**src/rtl/core/nhs_pkg.sv**
```systemverilog
`timescale 1ns / 1ps
`default_nettype none
// ---------------------------------------------------------------------------
// nhs_pkg: shared types and constants for the next-hop select core
// Item kinds, table entry layout, write-port bundle and the link cost function.
// ---------------------------------------------------------------------------
package nhs_pkg;

	localparam int unsigned TABLE_ENTRIES_DEF = 16;

	localparam int unsigned ID_W    = 8;
	localparam int unsigned RSSI_W  = 8;
	localparam int unsigned BATT_W  = 7;
	localparam int unsigned TIME_W  = 32;
	localparam int unsigned HOPS_W  = 7;
	localparam int unsigned COST_W  = 14;

	localparam logic [1:0] KIND_UPDATE  = 2'd0;
	localparam logic [1:0] KIND_DEAD    = 2'd1;
	localparam logic [1:0] KIND_TIMEOUT = 2'd2;
	localparam logic [1:0] KIND_QUERY   = 2'd3;

	localparam logic [HOPS_W-1:0] HOPS_NONE   = 7'd99;
	localparam logic [HOPS_W-1:0] HOPS_DIRECT = 7'd1;
	localparam logic [HOPS_W-1:0] HOPS_RELAY  = 7'd2;
	localparam logic [COST_W-1:0] RELAY_EXTRA = 14'd3000;
	localparam logic [BATT_W-1:0] BATT_MAX    = 7'd100;
	localparam logic [TIME_W-1:0] TIMEOUT_RST = 32'd30000;

	typedef struct packed {
		logic [ID_W-1:0]   node_id;
		logic [RSSI_W-1:0] rssi;
		logic [BATT_W-1:0] battery;
		logic [TIME_W-1:0] last_ms;
	} nhs_entry_t;

	typedef struct packed {
		logic       we_entry;
		logic       we_alive;
		logic       alive;
		nhs_entry_t entry;
	} nhs_wr_t;

	// cost in units of 1/6000, rssi penalty clamped to 0..60 dB below -40 dBm
	function automatic logic [COST_W-1:0] link_cost(input logic [RSSI_W-1:0] rssi,
			input logic [BATT_W-1:0] battery, input logic alert);
		logic signed [9:0] d;
		logic [5:0]        du;
		logic [6:0]        bp;
		logic [COST_W-1:0] c;
		d = -10'sd40 - $signed({{2{rssi[7]}}, rssi});
		if (d < 10'sd0) begin
			du = 6'd0;
		end else if (d > 10'sd60) begin
			du = 6'd60;
		end else begin
			du = d[5:0];
		end
		bp = BATT_MAX - battery;
		if (alert) begin
			c = 14'd3000 + COST_W'(du) * 14'd40 + COST_W'(bp) * 14'd3;
		end else begin
			c = 14'd1800 + COST_W'(du) * 14'd20 + COST_W'(bp) * 14'd24;
		end
		return c;
	endfunction

endpackage
`default_nettype wire

```
**src/rtl/core/nhs_table.sv**
```systemverilog
`timescale 1ns / 1ps
`default_nettype none
// ---------------------------------------------------------------------------
// nhs_table: neighbour table storage
// One registered read port and one write port; alive flags written on their own.
// ---------------------------------------------------------------------------
module nhs_table #(
	parameter int unsigned ENTRIES = nhs_pkg::TABLE_ENTRIES_DEF,
	parameter int unsigned IDX_W   = (ENTRIES > 1) ? $clog2(ENTRIES) : 1
) (
	input  wire logic               clk,
	input  wire logic               rd_en,
	input  wire logic [IDX_W-1:0]   rd_addr,
	output nhs_pkg::nhs_entry_t     rd_entry,
	output logic                    rd_alive,
	input  wire logic [IDX_W-1:0]   wr_addr,
	input  wire nhs_pkg::nhs_wr_t   wr
);

	nhs_pkg::nhs_entry_t entry_mem [ENTRIES];
	logic                alive_mem [ENTRIES];

	always_ff @(posedge clk) begin
		if (wr.we_entry) begin
			entry_mem[wr_addr] <= wr.entry;
		end
		if (wr.we_alive) begin
			alive_mem[wr_addr] <= wr.alive;
		end
		if (rd_en) begin
			rd_entry <= entry_mem[rd_addr];
			rd_alive <= alive_mem[rd_addr];
		end
	end

endmodule
`default_nettype wire

```
**src/rtl/core/neighbour_table_next_hop_select_core.sv**
```systemverilog
`timescale 1ns / 1ps
`default_nettype none
// ---------------------------------------------------------------------------
// neighbour_table_next_hop_select_core: neighbour table with next-hop choice
// Keeps neighbour entries, ages them out and picks the cheapest route.
// ---------------------------------------------------------------------------
// usage
// s_* carries command items: tuser is the kind (update, mark dead, check
// timeouts, query), tdata the operands. every item gives exactly one result
// item on m_*. cfg_we/cfg_wdata set the offline timeout, idle only.
// each item walks the stored entries through one read port and one shared
// cost/compare unit, one entry per cycle; the result is then loaded into the
// output register in the finish step, and s_tready stays low until the core
// is back in idle, where the next item can be accepted.
// the result sits in an output register, so the next item is accepted while
// it waits; if the receiver still stalls when the next result is ready, the
// core holds in its final step until m_tready frees the register.
// reset empties the table (entry count zero) and loads a timeout of 30000 ms;
// no clearing pass is needed.
// ---------------------------------------------------------------------------
module neighbour_table_next_hop_select_core #(
	parameter int unsigned TABLE_ENTRIES = nhs_pkg::TABLE_ENTRIES_DEF
) (
	input  wire logic        clk,
	input  wire logic        arst_n,
	input  wire logic        s_tvalid,
	output logic             s_tready,
	input  wire logic [55:0] s_tdata,   // node_id, rssi, battery, alert_mode, now_ms
	input  wire logic [1:0]  s_tuser,   // kind
	output logic             m_tvalid,
	input  wire logic        m_tready,
	output logic [31:0]      m_tdata,   // route_valid, next_hop, hop_count, route_cost,
	                                    // update_dropped, zero pad
	input  wire logic        cfg_we,
	input  wire logic [31:0] cfg_wdata
);

	localparam int unsigned IDX_W = (TABLE_ENTRIES > 1) ? $clog2(TABLE_ENTRIES) : 1;
	localparam int unsigned CNT_W = $clog2(TABLE_ENTRIES + 1);

	typedef enum logic [1:0] {
		S_IDLE,
		S_SCAN,
		S_FINISH
	} state_t;

	state_t                      state_q;
	logic [CNT_W-1:0]            count_q;
	logic [CNT_W-1:0]            rd_idx_q;
	logic                        ev_s1;
	logic [IDX_W-1:0]            ev_idx_s1;
	logic [31:0]                 timeout_q;

	logic [1:0]                  kind_q;
	logic [nhs_pkg::ID_W-1:0]    id_q;
	logic [nhs_pkg::RSSI_W-1:0]  rssi_q;
	logic [nhs_pkg::BATT_W-1:0]  batt_q;
	logic                        alert_q;
	logic [nhs_pkg::TIME_W-1:0]  now_q;

	logic                        found_q;
	logic [IDX_W-1:0]            found_idx_q;
	logic                        dvalid_q;
	logic [nhs_pkg::COST_W-1:0]  dbest_q;
	logic                        rvalid_q;
	logic [nhs_pkg::COST_W-1:0]  rbest_q;
	logic [nhs_pkg::ID_W-1:0]    rhop_q;

	logic                        m_tvalid_q;
	logic [31:0]                 m_tdata_q;

	logic                        rd_en;
	nhs_pkg::nhs_entry_t         rd_entry;
	logic                        rd_alive;
	logic [IDX_W-1:0]            wr_addr;
	nhs_pkg::nhs_wr_t            wr;

	logic                        out_free;
	logic                        full;
	logic                        ev_match;
	logic                        ev_expired;
	logic [nhs_pkg::TIME_W-1:0]  ev_age;
	logic [nhs_pkg::COST_W-1:0]  ev_cost;
	logic [nhs_pkg::BATT_W-1:0]  batt_sat;
	logic                        append;

	logic                        res_valid;
	logic [nhs_pkg::ID_W-1:0]    res_hop;
	logic [nhs_pkg::HOPS_W-1:0]  res_hops;
	logic [nhs_pkg::COST_W-1:0]  res_cost;
	logic                        res_dropped;

	nhs_table #(
		.ENTRIES (TABLE_ENTRIES),
		.IDX_W   (IDX_W)
	) u_table (
		.clk      (clk),
		.rd_en    (rd_en),
		.rd_addr  (rd_idx_q[IDX_W-1:0]),
		.rd_entry (rd_entry),
		.rd_alive (rd_alive),
		.wr_addr  (wr_addr),
		.wr       (wr)
	);

	assign s_tready = (state_q == S_IDLE);
	assign m_tvalid = m_tvalid_q;
	assign m_tdata  = m_tdata_q;
	assign out_free = !m_tvalid_q || m_tready;
	assign full     = (count_q == CNT_W'(TABLE_ENTRIES));
	assign rd_en    = (state_q == S_SCAN) && (rd_idx_q < count_q);
	assign batt_sat = (s_tdata[22:16] > nhs_pkg::BATT_MAX) ? nhs_pkg::BATT_MAX
		: s_tdata[22:16];

	// shared unit: evaluates the entry read in the previous cycle
	assign ev_match   = (rd_entry.node_id == id_q);
	assign ev_age     = now_q - rd_entry.last_ms;
	assign ev_expired = rd_alive && (ev_age > timeout_q);
	assign ev_cost    = nhs_pkg::link_cost(rd_entry.rssi, rd_entry.battery, alert_q);

	assign append = (kind_q == nhs_pkg::KIND_UPDATE) && !found_q && !full;

	always_comb begin
		wr                = '0;
		wr.entry.node_id  = id_q;
		wr.entry.rssi     = rssi_q;
		wr.entry.battery  = batt_q;
		wr.entry.last_ms  = now_q;
		wr_addr           = ev_idx_s1;
		if (state_q == S_SCAN && ev_s1) begin
			if ((kind_q == nhs_pkg::KIND_DEAD && ev_match) ||
					(kind_q == nhs_pkg::KIND_TIMEOUT && ev_expired)) begin
				wr.we_alive = 1'b1;
			end
		end else if (state_q == S_FINISH && out_free &&
				kind_q == nhs_pkg::KIND_UPDATE && (found_q || !full)) begin
			wr.we_entry = 1'b1;
			wr.we_alive = 1'b1;
			wr.alive    = 1'b1;
			wr_addr     = found_q ? found_idx_q : count_q[IDX_W-1:0];
		end
	end

	always_comb begin
		res_valid   = 1'b0;
		res_hop     = '0;
		res_hops    = nhs_pkg::HOPS_NONE;
		res_cost    = '0;
		res_dropped = (kind_q == nhs_pkg::KIND_UPDATE) && !found_q && full;
		if (kind_q == nhs_pkg::KIND_QUERY) begin
			if (dvalid_q) begin
				res_valid = 1'b1;
				res_hop   = id_q;
				res_hops  = nhs_pkg::HOPS_DIRECT;
				res_cost  = dbest_q;
			end else if (rvalid_q) begin
				res_valid = 1'b1;
				res_hop   = rhop_q;
				res_hops  = nhs_pkg::HOPS_RELAY;
				res_cost  = rbest_q + nhs_pkg::RELAY_EXTRA;
			end
		end
	end

	always_ff @(posedge clk or negedge arst_n) begin
		if (!arst_n) begin
			state_q     <= S_IDLE;
			count_q     <= '0;
			rd_idx_q    <= '0;
			ev_s1       <= 1'b0;
			ev_idx_s1   <= '0;
			timeout_q   <= nhs_pkg::TIMEOUT_RST;
			kind_q      <= nhs_pkg::KIND_UPDATE;
			id_q        <= '0;
			rssi_q      <= '0;
			batt_q      <= '0;
			alert_q     <= 1'b0;
			now_q       <= '0;
			found_q     <= 1'b0;
			found_idx_q <= '0;
			dvalid_q    <= 1'b0;
			dbest_q     <= '0;
			rvalid_q    <= 1'b0;
			rbest_q     <= '0;
			rhop_q      <= '0;
			m_tvalid_q  <= 1'b0;
			m_tdata_q   <= '0;
		end else begin
			if (cfg_we) begin
				timeout_q <= cfg_wdata;
			end
			// the finish step reloads the output register on its own
			if (m_tvalid_q && m_tready && state_q != S_FINISH) begin
				m_tvalid_q <= 1'b0;
			end
			case (state_q)
				S_IDLE: begin
					if (s_tvalid) begin
						kind_q   <= s_tuser;
						id_q     <= s_tdata[7:0];
						rssi_q   <= s_tdata[15:8];
						batt_q   <= batt_sat;
						alert_q  <= s_tdata[23];
						now_q    <= s_tdata[55:24];
						rd_idx_q <= '0;
						found_q  <= 1'b0;
						dvalid_q <= 1'b0;
						rvalid_q <= 1'b0;
						state_q  <= S_SCAN;
					end
				end
				S_SCAN: begin
					ev_s1     <= rd_en;
					ev_idx_s1 <= rd_idx_q[IDX_W-1:0];
					if (rd_en) begin
						rd_idx_q <= rd_idx_q + 1'b1;
					end
					if (ev_s1) begin
						if (kind_q == nhs_pkg::KIND_UPDATE && !found_q && ev_match) begin
							found_q     <= 1'b1;
							found_idx_q <= ev_idx_s1;
						end
						// one pass tracks the best direct hop and the best relay
						if (kind_q == nhs_pkg::KIND_QUERY && rd_alive) begin
							if (ev_match && (!dvalid_q || ev_cost < dbest_q)) begin
								dvalid_q <= 1'b1;
								dbest_q  <= ev_cost;
							end
							if (!rvalid_q || ev_cost < rbest_q) begin
								rvalid_q <= 1'b1;
								rbest_q  <= ev_cost;
								rhop_q   <= rd_entry.node_id;
							end
						end
					end
					if (rd_idx_q == count_q && !ev_s1) begin
						state_q <= S_FINISH;
					end
				end
				S_FINISH: begin
					if (out_free) begin
						m_tvalid_q <= 1'b1;
						m_tdata_q  <= {1'b0, res_dropped, res_cost, res_hops, res_hop,
							res_valid};
						if (append) begin
							count_q <= count_q + 1'b1;
						end
						state_q <= S_IDLE;
					end
				end
				default: begin
					state_q <= S_IDLE;
				end
			endcase
		end
	end

	a_count_bound: assert property (@(posedge clk) disable iff (!arst_n)
		count_q <= CNT_W'(TABLE_ENTRIES))
		else $error("entry count beyond table size");

	a_count_step: assert property (@(posedge clk) disable iff (!arst_n)
		(count_q != $past(count_q)) |-> (count_q == $past(count_q) + 1'b1))
		else $error("entry count moved by other than one");

	a_scan_write: assert property (@(posedge clk) disable iff (!arst_n)
		(state_q == S_SCAN && wr.we_alive) |->
		(kind_q == nhs_pkg::KIND_DEAD || kind_q == nhs_pkg::KIND_TIMEOUT))
		else $error("alive flag written during scan of wrong kind");

	a_eval_in_scan: assert property (@(posedge clk) disable iff (!arst_n)
		ev_s1 |-> (state_q == S_SCAN))
		else $error("entry evaluated outside scan");

	a_route_hops: assert property (@(posedge clk) disable iff (!arst_n)
		(m_tvalid_q && m_tdata_q[0]) |->
		(m_tdata_q[15:9] == nhs_pkg::HOPS_DIRECT || m_tdata_q[15:9] == nhs_pkg::HOPS_RELAY))
		else $error("route result with bad hop count");

endmodule
`default_nettype wire

```
**config.mk**
```make
export PLATFORM = sky130hd
export DESIGN_NAME = neighbour_table_next_hop_select_core
export DESIGN_NICKNAME = d
export VERILOG_FILES = /design/src/rtl/core/nhs_pkg.sv /design/src/rtl/core/nhs_table.sv /design/src/rtl/core/neighbour_table_next_hop_select_core.sv
export SDC_FILE = /design/constraint.sdc
export NUM_CORES = 1
export LEC_CHECK = 0
export BUFFER_PORTS_ARGS = -buffer_cell sky130_fd_sc_hd__buf_4
export CELL_PAD_IN_SITES_DETAIL_PLACEMENT = 0
export CELL_PAD_IN_SITES_GLOBAL_PLACEMENT = 1
export CORE_ASPECT_RATIO = 0.8
export CORE_MARGIN = 10
export CORE_UTILIZATION = 58
export CTS_CLUSTER_DIAMETER = 100
export DETAILED_ROUTE_END_ITERATION = 6
export PLACE_DENSITY = 0.94
export SETUP_SLACK_MARGIN = 0.3
export SYNTH_ARGS = -nofsm -noshare
export SYNTH_HDL_FRONTEND = slang
export SYNTH_SLANG_ARGS = --single-unit
```
**constraint.sdc**
```tcl
create_clock -name clk -period 15 [get_ports clk]
set_clock_uncertainty 0.05 [all_clocks]
set_input_delay 0.75 -clock clk [delete_from_list [all_inputs] [get_ports clk]]
set_output_delay 0.75 -clock clk [all_outputs]
set_load 0.005 [all_outputs]
```
Word-level counts from Yosys, hierarchy flattened
Memories as Yosys holds them, arrays and structs flattened. A register that Yosys moved wholly into a read port is not among the register bits.
Index checks and enable logic that the tools add are counted.
{"block": "totals", "mem_count": 2, "inputBits": 95, "ram_bits": 896, "output_inout_bits": 34, "regBits": 182}
{"memory": "u_table.entry_mem", "depth": 16, "word_bits": 55, "rd": 1, "rd_clocked_by_memory_dff": 1, "write_ports": 1, "line": "nhs_table.sv:20", "rtl": "nhs_pkg::nhs_entry_t entry_mem [ENTRIES];"}
{"memory": "u_table.alive_mem", "depth": 16, "word_bits": 1, "rd": 1, "rd_clocked_by_memory_dff": 1, "write_ports": 1, "line": "nhs_table.sv:21", "rtl": "logic alive_mem [ENTRIES];"}
{"block": "classes", "n_reduce_logical": 42, "mul": 4, "magnitude_cmp": 7, "addsub": 10, "n_eq_ne": 18, "n_mux": 50}
{"op": "$mux W14", "count": 4}
{"op": "$gt A32 B32 Y1", "count": 1}
{"op": "$sub A32 B32 Y32", "count": 1}
{"op": "$lt A14 B14 Y1", "count": 2}
{"op": "$mux W7", "count": 4}
{"op": "$mux W8", "count": 3}
{"op": "$mux W1", "count": 23}
{"op": "$mul A6 B3 Y9 const B", "count": 2}
{"op": "$mul A7 B2 Y9 const B", "count": 2}
{"op": "$logic_and A1 B1 Y1", "count": 17}
{"op": "$add A13 B9 Y14", "count": 1}
{"op": "$add A14 B12 Y14 const B", "count": 1}
{"op": "$add A12 B12 Y13", "count": 1}
{"op": "$add A12 B12 Y13 const A", "count": 1}
{"op": "$add A11 B11 Y12 const A", "count": 1}
{"op": "$mux W4", "count": 3}
{"op": "$mux W6", "count": 2}
{"op": "$reduce_and A3 Y1", "count": 4}
{"op": "$reduce_and A4 Y1", "count": 3}
{"op": "$add A5 B1 Y5 const B", "count": 2}
{"op": "$mux W5", "count": 2}
{"op": "$ne A2 B1 Y1 const B", "count": 5}
{"op": "$ne A2 B2 Y1 const B", "count": 5}
{"op": "$pmux W5 S2", "count": 1}
{"op": "21 further kinds", "count": 40}

Depth between registers and ports, before layout
{"block": "depth", "depth_word": 15, "depth_mapped": 33}

Cells and area by module
From an unflattened synthesis, not the netlist that was laid out.
{"block": "hier_totals", "cells_unflattened": 2849, "area_unflattened_um2": 47494.3}
{"module": "nhs_table", "area_per_inst_um2": 35337.6, "cells_each": 1470, "n_inst": 1, "seq_area_each_um2": 28587.4}
{"module": "neighbour_table_next_hop_select_core", "area_per_inst_um2": 12156.7, "cells_each": 1379, "n_inst": 1, "seq_area_each_um2": 4413.0}

Least setup slack after synthesis
OpenSTA, ideal clock, no wires.
{"block": "synth_path", "kind": "reg-to-reg", "from": "reg, netlist name u_table.rd_entry[39]", "to": "reg dbest_q[10] (netlist name)", "period_less_slack_ps": 6669, "required_time_ps": 14825, "path_stages_with_launch": 31, "setup_slack_ps": 8331, "t_arrival_ps": 6495, "cell_sequence": "edfxtp_1 inv_1 ha_1 xor2_1 o21bai_1 o41a_1 o221ai_1 a21oi_2 nand3_2 nor2_1 ha_1 fa_1 a21o_1 a21oi_1 xor2_2 inv_1 ha_1 inv_1 ha_1 a2111oi_0 nor3_1 mux2i_1 nor4b_2 inv_1 ha_1 a21o_1 a21oi_1 nor2b_1 or4_1 nor2_2 mux2_2"}
{"block": "synth_via", "elab_chain_len": 12, "elab_cells_between_ends": 16}
{"item": "$sub A7 B8 Y9 (*)", "line": "nhs_pkg.sv:51", "rtl": "d = -10'sd40 - $signed({{2{rssi[7]}}, rssi});"}
{"item": "$gt A9 B7 Y1", "line": "nhs_pkg.sv:54", "rtl": "end else if (d > 10'sd60) begin"}
{"item": "$mux W6", "line": "nhs_pkg.sv:54"}
{"item": "$mux W6 (*)", "line": "nhs_pkg.sv:52", "rtl": "if (d < 10'sd0) begin"}
{"item": "$mul A6 B3 Y9", "line": "nhs_pkg.sv:61, nhs_pkg.sv:63"}
{"item": "$add A12 B12 Y13 or $add A11 B11 Y12 (tied branches)", "line": "nhs_pkg.sv:61, nhs_pkg.sv:63"}
{"item": "$add A13 B9 Y14 or $add A12 B12 Y13 (tied branches)", "line": "nhs_pkg.sv:61, nhs_pkg.sv:63"}
{"item": "$mux W14 (*)", "line": "nhs_pkg.sv:60", "rtl": "if (alert) begin"}
{"item": "via ev_cost (one bit)", "line": "neighbour_table_next_hop_select_core.sv:83", "rtl": "logic [nhs_pkg::COST_W-1:0] ev_cost;"}
{"item": "$lt A14 B14 Y1 (*)", "line": "neighbour_table_next_hop_select_core.sv:225", "rtl": "if (ev_match && (!dvalid_q || ev_cost < dbest_q)) begin"}
{"item": "$logic_or A1 B1 Y1 (*)", "line": "neighbour_table_next_hop_select_core.sv:225"}
{"item": "$logic_and A1 B1 Y1 (*)", "line": "neighbour_table_next_hop_select_core.sv:225"}
{"item": "$reduce_and A4 Y1 (no line) (*)"}
{"item": "end signal: assignment", "line": "neighbour_table_next_hop_select_core.sv:227", "rtl": "dbest_q <= ev_cost;"}
{"item": "end: declaration", "line": "neighbour_table_next_hop_select_core.sv:64", "rtl": "logic [nhs_pkg::COST_W-1:0] dbest_q;"}
The timed path passes the listed nets; every way through them passes the cells marked *.
A chain may end at the register's enable or synchronous reset.

Worst setup path after layout
{"block": "layout_path", "from": "reg, netlist name u_table.rd_entry[39]", "to": "reg rbest_q[3] (netlist name)"}
{"block": "layout_via", "elab_chain_len": 11, "elab_cells_between_ends": 15}
{"item": "$sub A7 B8 Y9 (*)", "line": "nhs_pkg.sv:51"}
{"item": "$gt A9 B7 Y1", "line": "nhs_pkg.sv:54"}
{"item": "$mux W6", "line": "nhs_pkg.sv:54"}
{"item": "$mux W6 (*)", "line": "nhs_pkg.sv:52"}
{"item": "$mul A6 B3 Y9", "line": "nhs_pkg.sv:61, nhs_pkg.sv:63"}
{"item": "$add A12 B12 Y13 or $add A11 B11 Y12 (tied branches)", "line": "nhs_pkg.sv:61, nhs_pkg.sv:63"}
{"item": "$add A13 B9 Y14 or $add A12 B12 Y13 (tied branches)", "line": "nhs_pkg.sv:61, nhs_pkg.sv:63"}
{"item": "$mux W14 (*)", "line": "nhs_pkg.sv:60"}
{"item": "via ev_cost (one bit)", "line": "neighbour_table_next_hop_select_core.sv:83"}
{"item": "$lt A14 B14 Y1 (*)", "line": "neighbour_table_next_hop_select_core.sv:229", "rtl": "if (!rvalid_q || ev_cost < rbest_q) begin"}
{"item": "$logic_or A1 B1 Y1 (*)", "line": "neighbour_table_next_hop_select_core.sv:229"}
{"item": "$reduce_and A4 Y1 (no line) (*)"}
{"item": "end signal: assignment", "line": "neighbour_table_next_hop_select_core.sv:231", "rtl": "rbest_q <= ev_cost;"}
{"item": "end: declaration", "line": "neighbour_table_next_hop_select_core.sv:66", "rtl": "logic [nhs_pkg::COST_W-1:0] rbest_q;"}
Marks and branches as above.

==> flow_metrics.env <==
export IMPL_r2r_start="u_table.rd_entry[39]"
export IMPL_area_growth_pct=12.2
export IMPL_place_hpwl_um=65100
export IMPL_slew_violations=0
export IMPL_cp_end_kind="flip-flop"
export IMPL_ys_types=83
export IMPL_fmax_ghz=0.126
export IMPL_critPathKind="reg -> reg"
export IMPL_postRouteAntennaNets=0
export IMPL_wirelength_um=120000
export IMPL_vias=27000
export IMPL_yosysTopAreaCellShare_pct=60.1
export IMPL_grt_pass1_vias=27400
export IMPL_grt_max_degree=114
export IMPL_slew_headroom_pct=21.4
export IMPL_synth_largest_area_cell="edfxtp_1"
export IMPL_clk_latency_ns=0.68
export IMPL_gp_congestion=0.847
export IMPL_timing_final_crit_share_pct=53.0
export IMPL_die_x_um=340
export IMPL_final_net_count=3150
export IMPL_wire_per_inst_um=29.5
export IMPL_worst_ep_required_time_ns=15.51
export IMPL_grt_pass1_wl_um=180000
export IMPL_fin_crit_ns=7.95
export IMPL_synth_seq_cells=1128
export IMPL_startpoint_type="flip-flop"
export IMPL_clk_root_buffer_cell="clkbuf_16"
export IMPL_cap_violations=0
export IMPL_worstHoldPathType="in -> async"
export IMPL_cts_setup_buffers=0
export IMPL_clock_sinks=1128
export IMPL_cts_tree="built"
export IMPL_clk_path_buf_depth=3
export IMPL_final_util_pct=65.9
export IMPL_yosysWarnings=0
export IMPL_grt_total_usage_pct=25.5
export IMPL_num_rows=93
export IMPL_rsz0062_at_grt="false"
export IMPL_start_util_pct=58.8
export IMPL_cpMostUsedCell="ha_1"
export IMPL_mappedNetlistArea_um2=47500
export IMPL_arrival_ns=8.46
export IMPL_place_area_um2=49800
export IMPL_peakVddDrop_mv=0.0991
export IMPL_synth_edf_count=952
export IMPL_tns_ns=0
export IMPL_hold_buffers=0
export IMPL_crit_path_start="u_table.rd_entry[39]"
export IMPL_fillers=5084
export IMPL_crit_path_top_delay_cell="edfxtp_1"
export IMPL_cts_resized=0
export IMPL_power_per_cell_area_nw_per_um2=115
export IMPL_clk_pin_slew_ns=0.06
export IMPL_htree_levels=3
export IMPL_power_uw=6160
export IMPL_ys_async_sr_fraction_pct=15.6
export IMPL_port_buffers=124
export IMPL_max_stage_delay_ns=0.50
export IMPL_worst_pin_slew_ns=1.18
export IMPL_finalSetupViolations=0
export IMPL_grt_ovfl_total=0
export IMPL_io_pins=129
export IMPL_fp_dieH_um=276
export IMPL_avgSynthCellArea_um2=17.3
export IMPL_layout_drive_gt1_share_pct=22.0
export IMPL_finalInstanceArea_um2=53300
export IMPL_status="finished clean"
export IMPL_cts_buffers=104
export IMPL_leakage_uw=0.0215
export IMPL_viasPerCell=6.59
export IMPL_critPathMaxFanout=20
export IMPL_yosys_top_cells_area="edfxtp_1 (60%), mux4_2 (13%), dfrtp_1 (8.9%), ha_1 (3.6%), nand2_1 (2.1%)"
export IMPL_drt_initial_drc_count=3907
export IMPL_route_detailed_drc=0
export IMPL_core_area_um2=80900
export IMPL_dieArea_um2=93900
export IMPL_yosysSeqAreaShare_pct=69.4
export IMPL_hold_violations=0
export IMPL_antenna_found_initial=1
export IMPL_synth_cells=2755
export IMPL_synthFlopType="edfxtp_1"
export IMPL_drtPass1Iterations=7
## state kept, by name, summed over array words and instances (netlist names), 13 cells and up
| name | flops |
|---|---|
| u_table.entry_mem | 880 |
| u_table.rd_entry | 55 |
| now_q | 32 |
| timeout_q | 32 |
| m_tdata | 27 |
| u_table.alive_mem | 16 |
| dbest_q | 13 |
| rbest_q | 13 |
## per-layer routing
metal  global-route usage (%)  part of all wire [%]  wire (µm)  up-vias
met2                     41.7                    50      59900     1841
met1                     34.4                    37      44600    13800
met4                     8.84                   3.6       4320        0
met3                     4.71                   9.7      11600      299
met5                        0                     0          0        -
li1                         -                     -          -    11000
## logic make-up (layout without fill, tap and decap cells)
logic type,count (synthesis),count (layout),share of synthesized area (%)
multiplexers,307,307,13.9
buffers and inverters,292,529,2.36
other,1,6,0.00789
adder cells (fa/ha/maj),147,147,4.03
AND/OR/NAND/NOR,478,478,4.45
AO/OA/AOI/OAI,323,323,4.36
flip-flops,1128,1128,69.4
XOR/XNOR,79,79,1.47
## worst max-delay path: cells and delay by family, from the launching register on
kind	cells	cell delay, ns
AOI/OAI and AO/OA	13	3.44
xor gates and xnor gates	2	0.66
adders and majority gates	5	1.25
buffers and inverters	5	0.83
DFF	1	0.50
muxes	2	0.47
and+or+nand+nor	3	0.64
## power breakdown
part | internal [µW] | leakage (µW) | switching, µW
combinational | 24.7 | 0.00688 | 32.1
sequential | 3360 | 0.0130 | 2.53
clock | 1580 | 0.00169 | 1160
## layout make-up
cell class / count / area (µm²) / area share [%]
tap: 1092 / 1370 / 2.56
sequential: 1128 / 33000 / 61.9
multi-input combinational: 1338 / 13600 / 25.4
clock inverter: 45 / 577 / 1.08
antenna: 2 / 5.00 / 0.00939
clock buffer: 148 / 2910 / 5.46
timing repair buffer: 161 / 1230 / 2.30
inverter: 175 / 657 / 1.23
## metrics by stage
stage	worst slack (ns)	hold slack [ns]	std cells
CTS	7.19	0.107	4087
detailed placement	7.26	0.422	3894
floorplan	8.33	0.392	2758
global route	6.64	0.141	4087
global placement	7.66	0.414	3894
finish	7.05	0.113	4089
## path summary, 6_finish.rpt
kind,slack [ns],to,depth (start not counted)
min in group clk,0.22,now_q[15],3
max reg2reg,7.05,rbest_q[3],30
min,0.11,m_tdata[20],1
max,7.05,rbest_q[3],30
max in group asynchronous,13.47,rd_idx_q[3],2
min reg2reg,0.44,m_tdata[0],1
## cells in the final DEF, fill, tap and decap left out, types with 21 or more instances in the layout
cell type	count
edfxtp_1	952
mux4_2	280
nand2_1	270
inv_1	174
dfrtp_1	165
buf_4	159
ha_1	137
clkbuf_16	106
o21ai_0	101
a21oi_1	79
nor2_1	50
xnor2_1	46
nor3_1	38
a21o_1	35
xor2_1	32
clkbuf_1	32
mux2_2	21
## cell usage after synthesis, types with 6 or more instances
cell,number
nor4_1,7
nand3_1,16
a222oi_1,11
buf_2,6
dfrtp_1,169
nor2b_1,11
ha_1,137
dfstp_2,7
inv_1,174
a22oi_1,9
nand4_1,19
o21ai_0,101
buf_1,30
mux4_2,280
nor2_1,66
mux2_2,21
o21bai_1,7
nand2b_1,17
a21oi_1,79
a21o_1,35
xor2_1,32
nor3_1,39
o21a_1,7
nand2_1,271
clkbuf_1,76
edfxtp_1,952
and3_1,7
xnor2_1,46
fa_1,10
o211ai_1,8
Note: power is estimated with default switching activity, not from simulation.
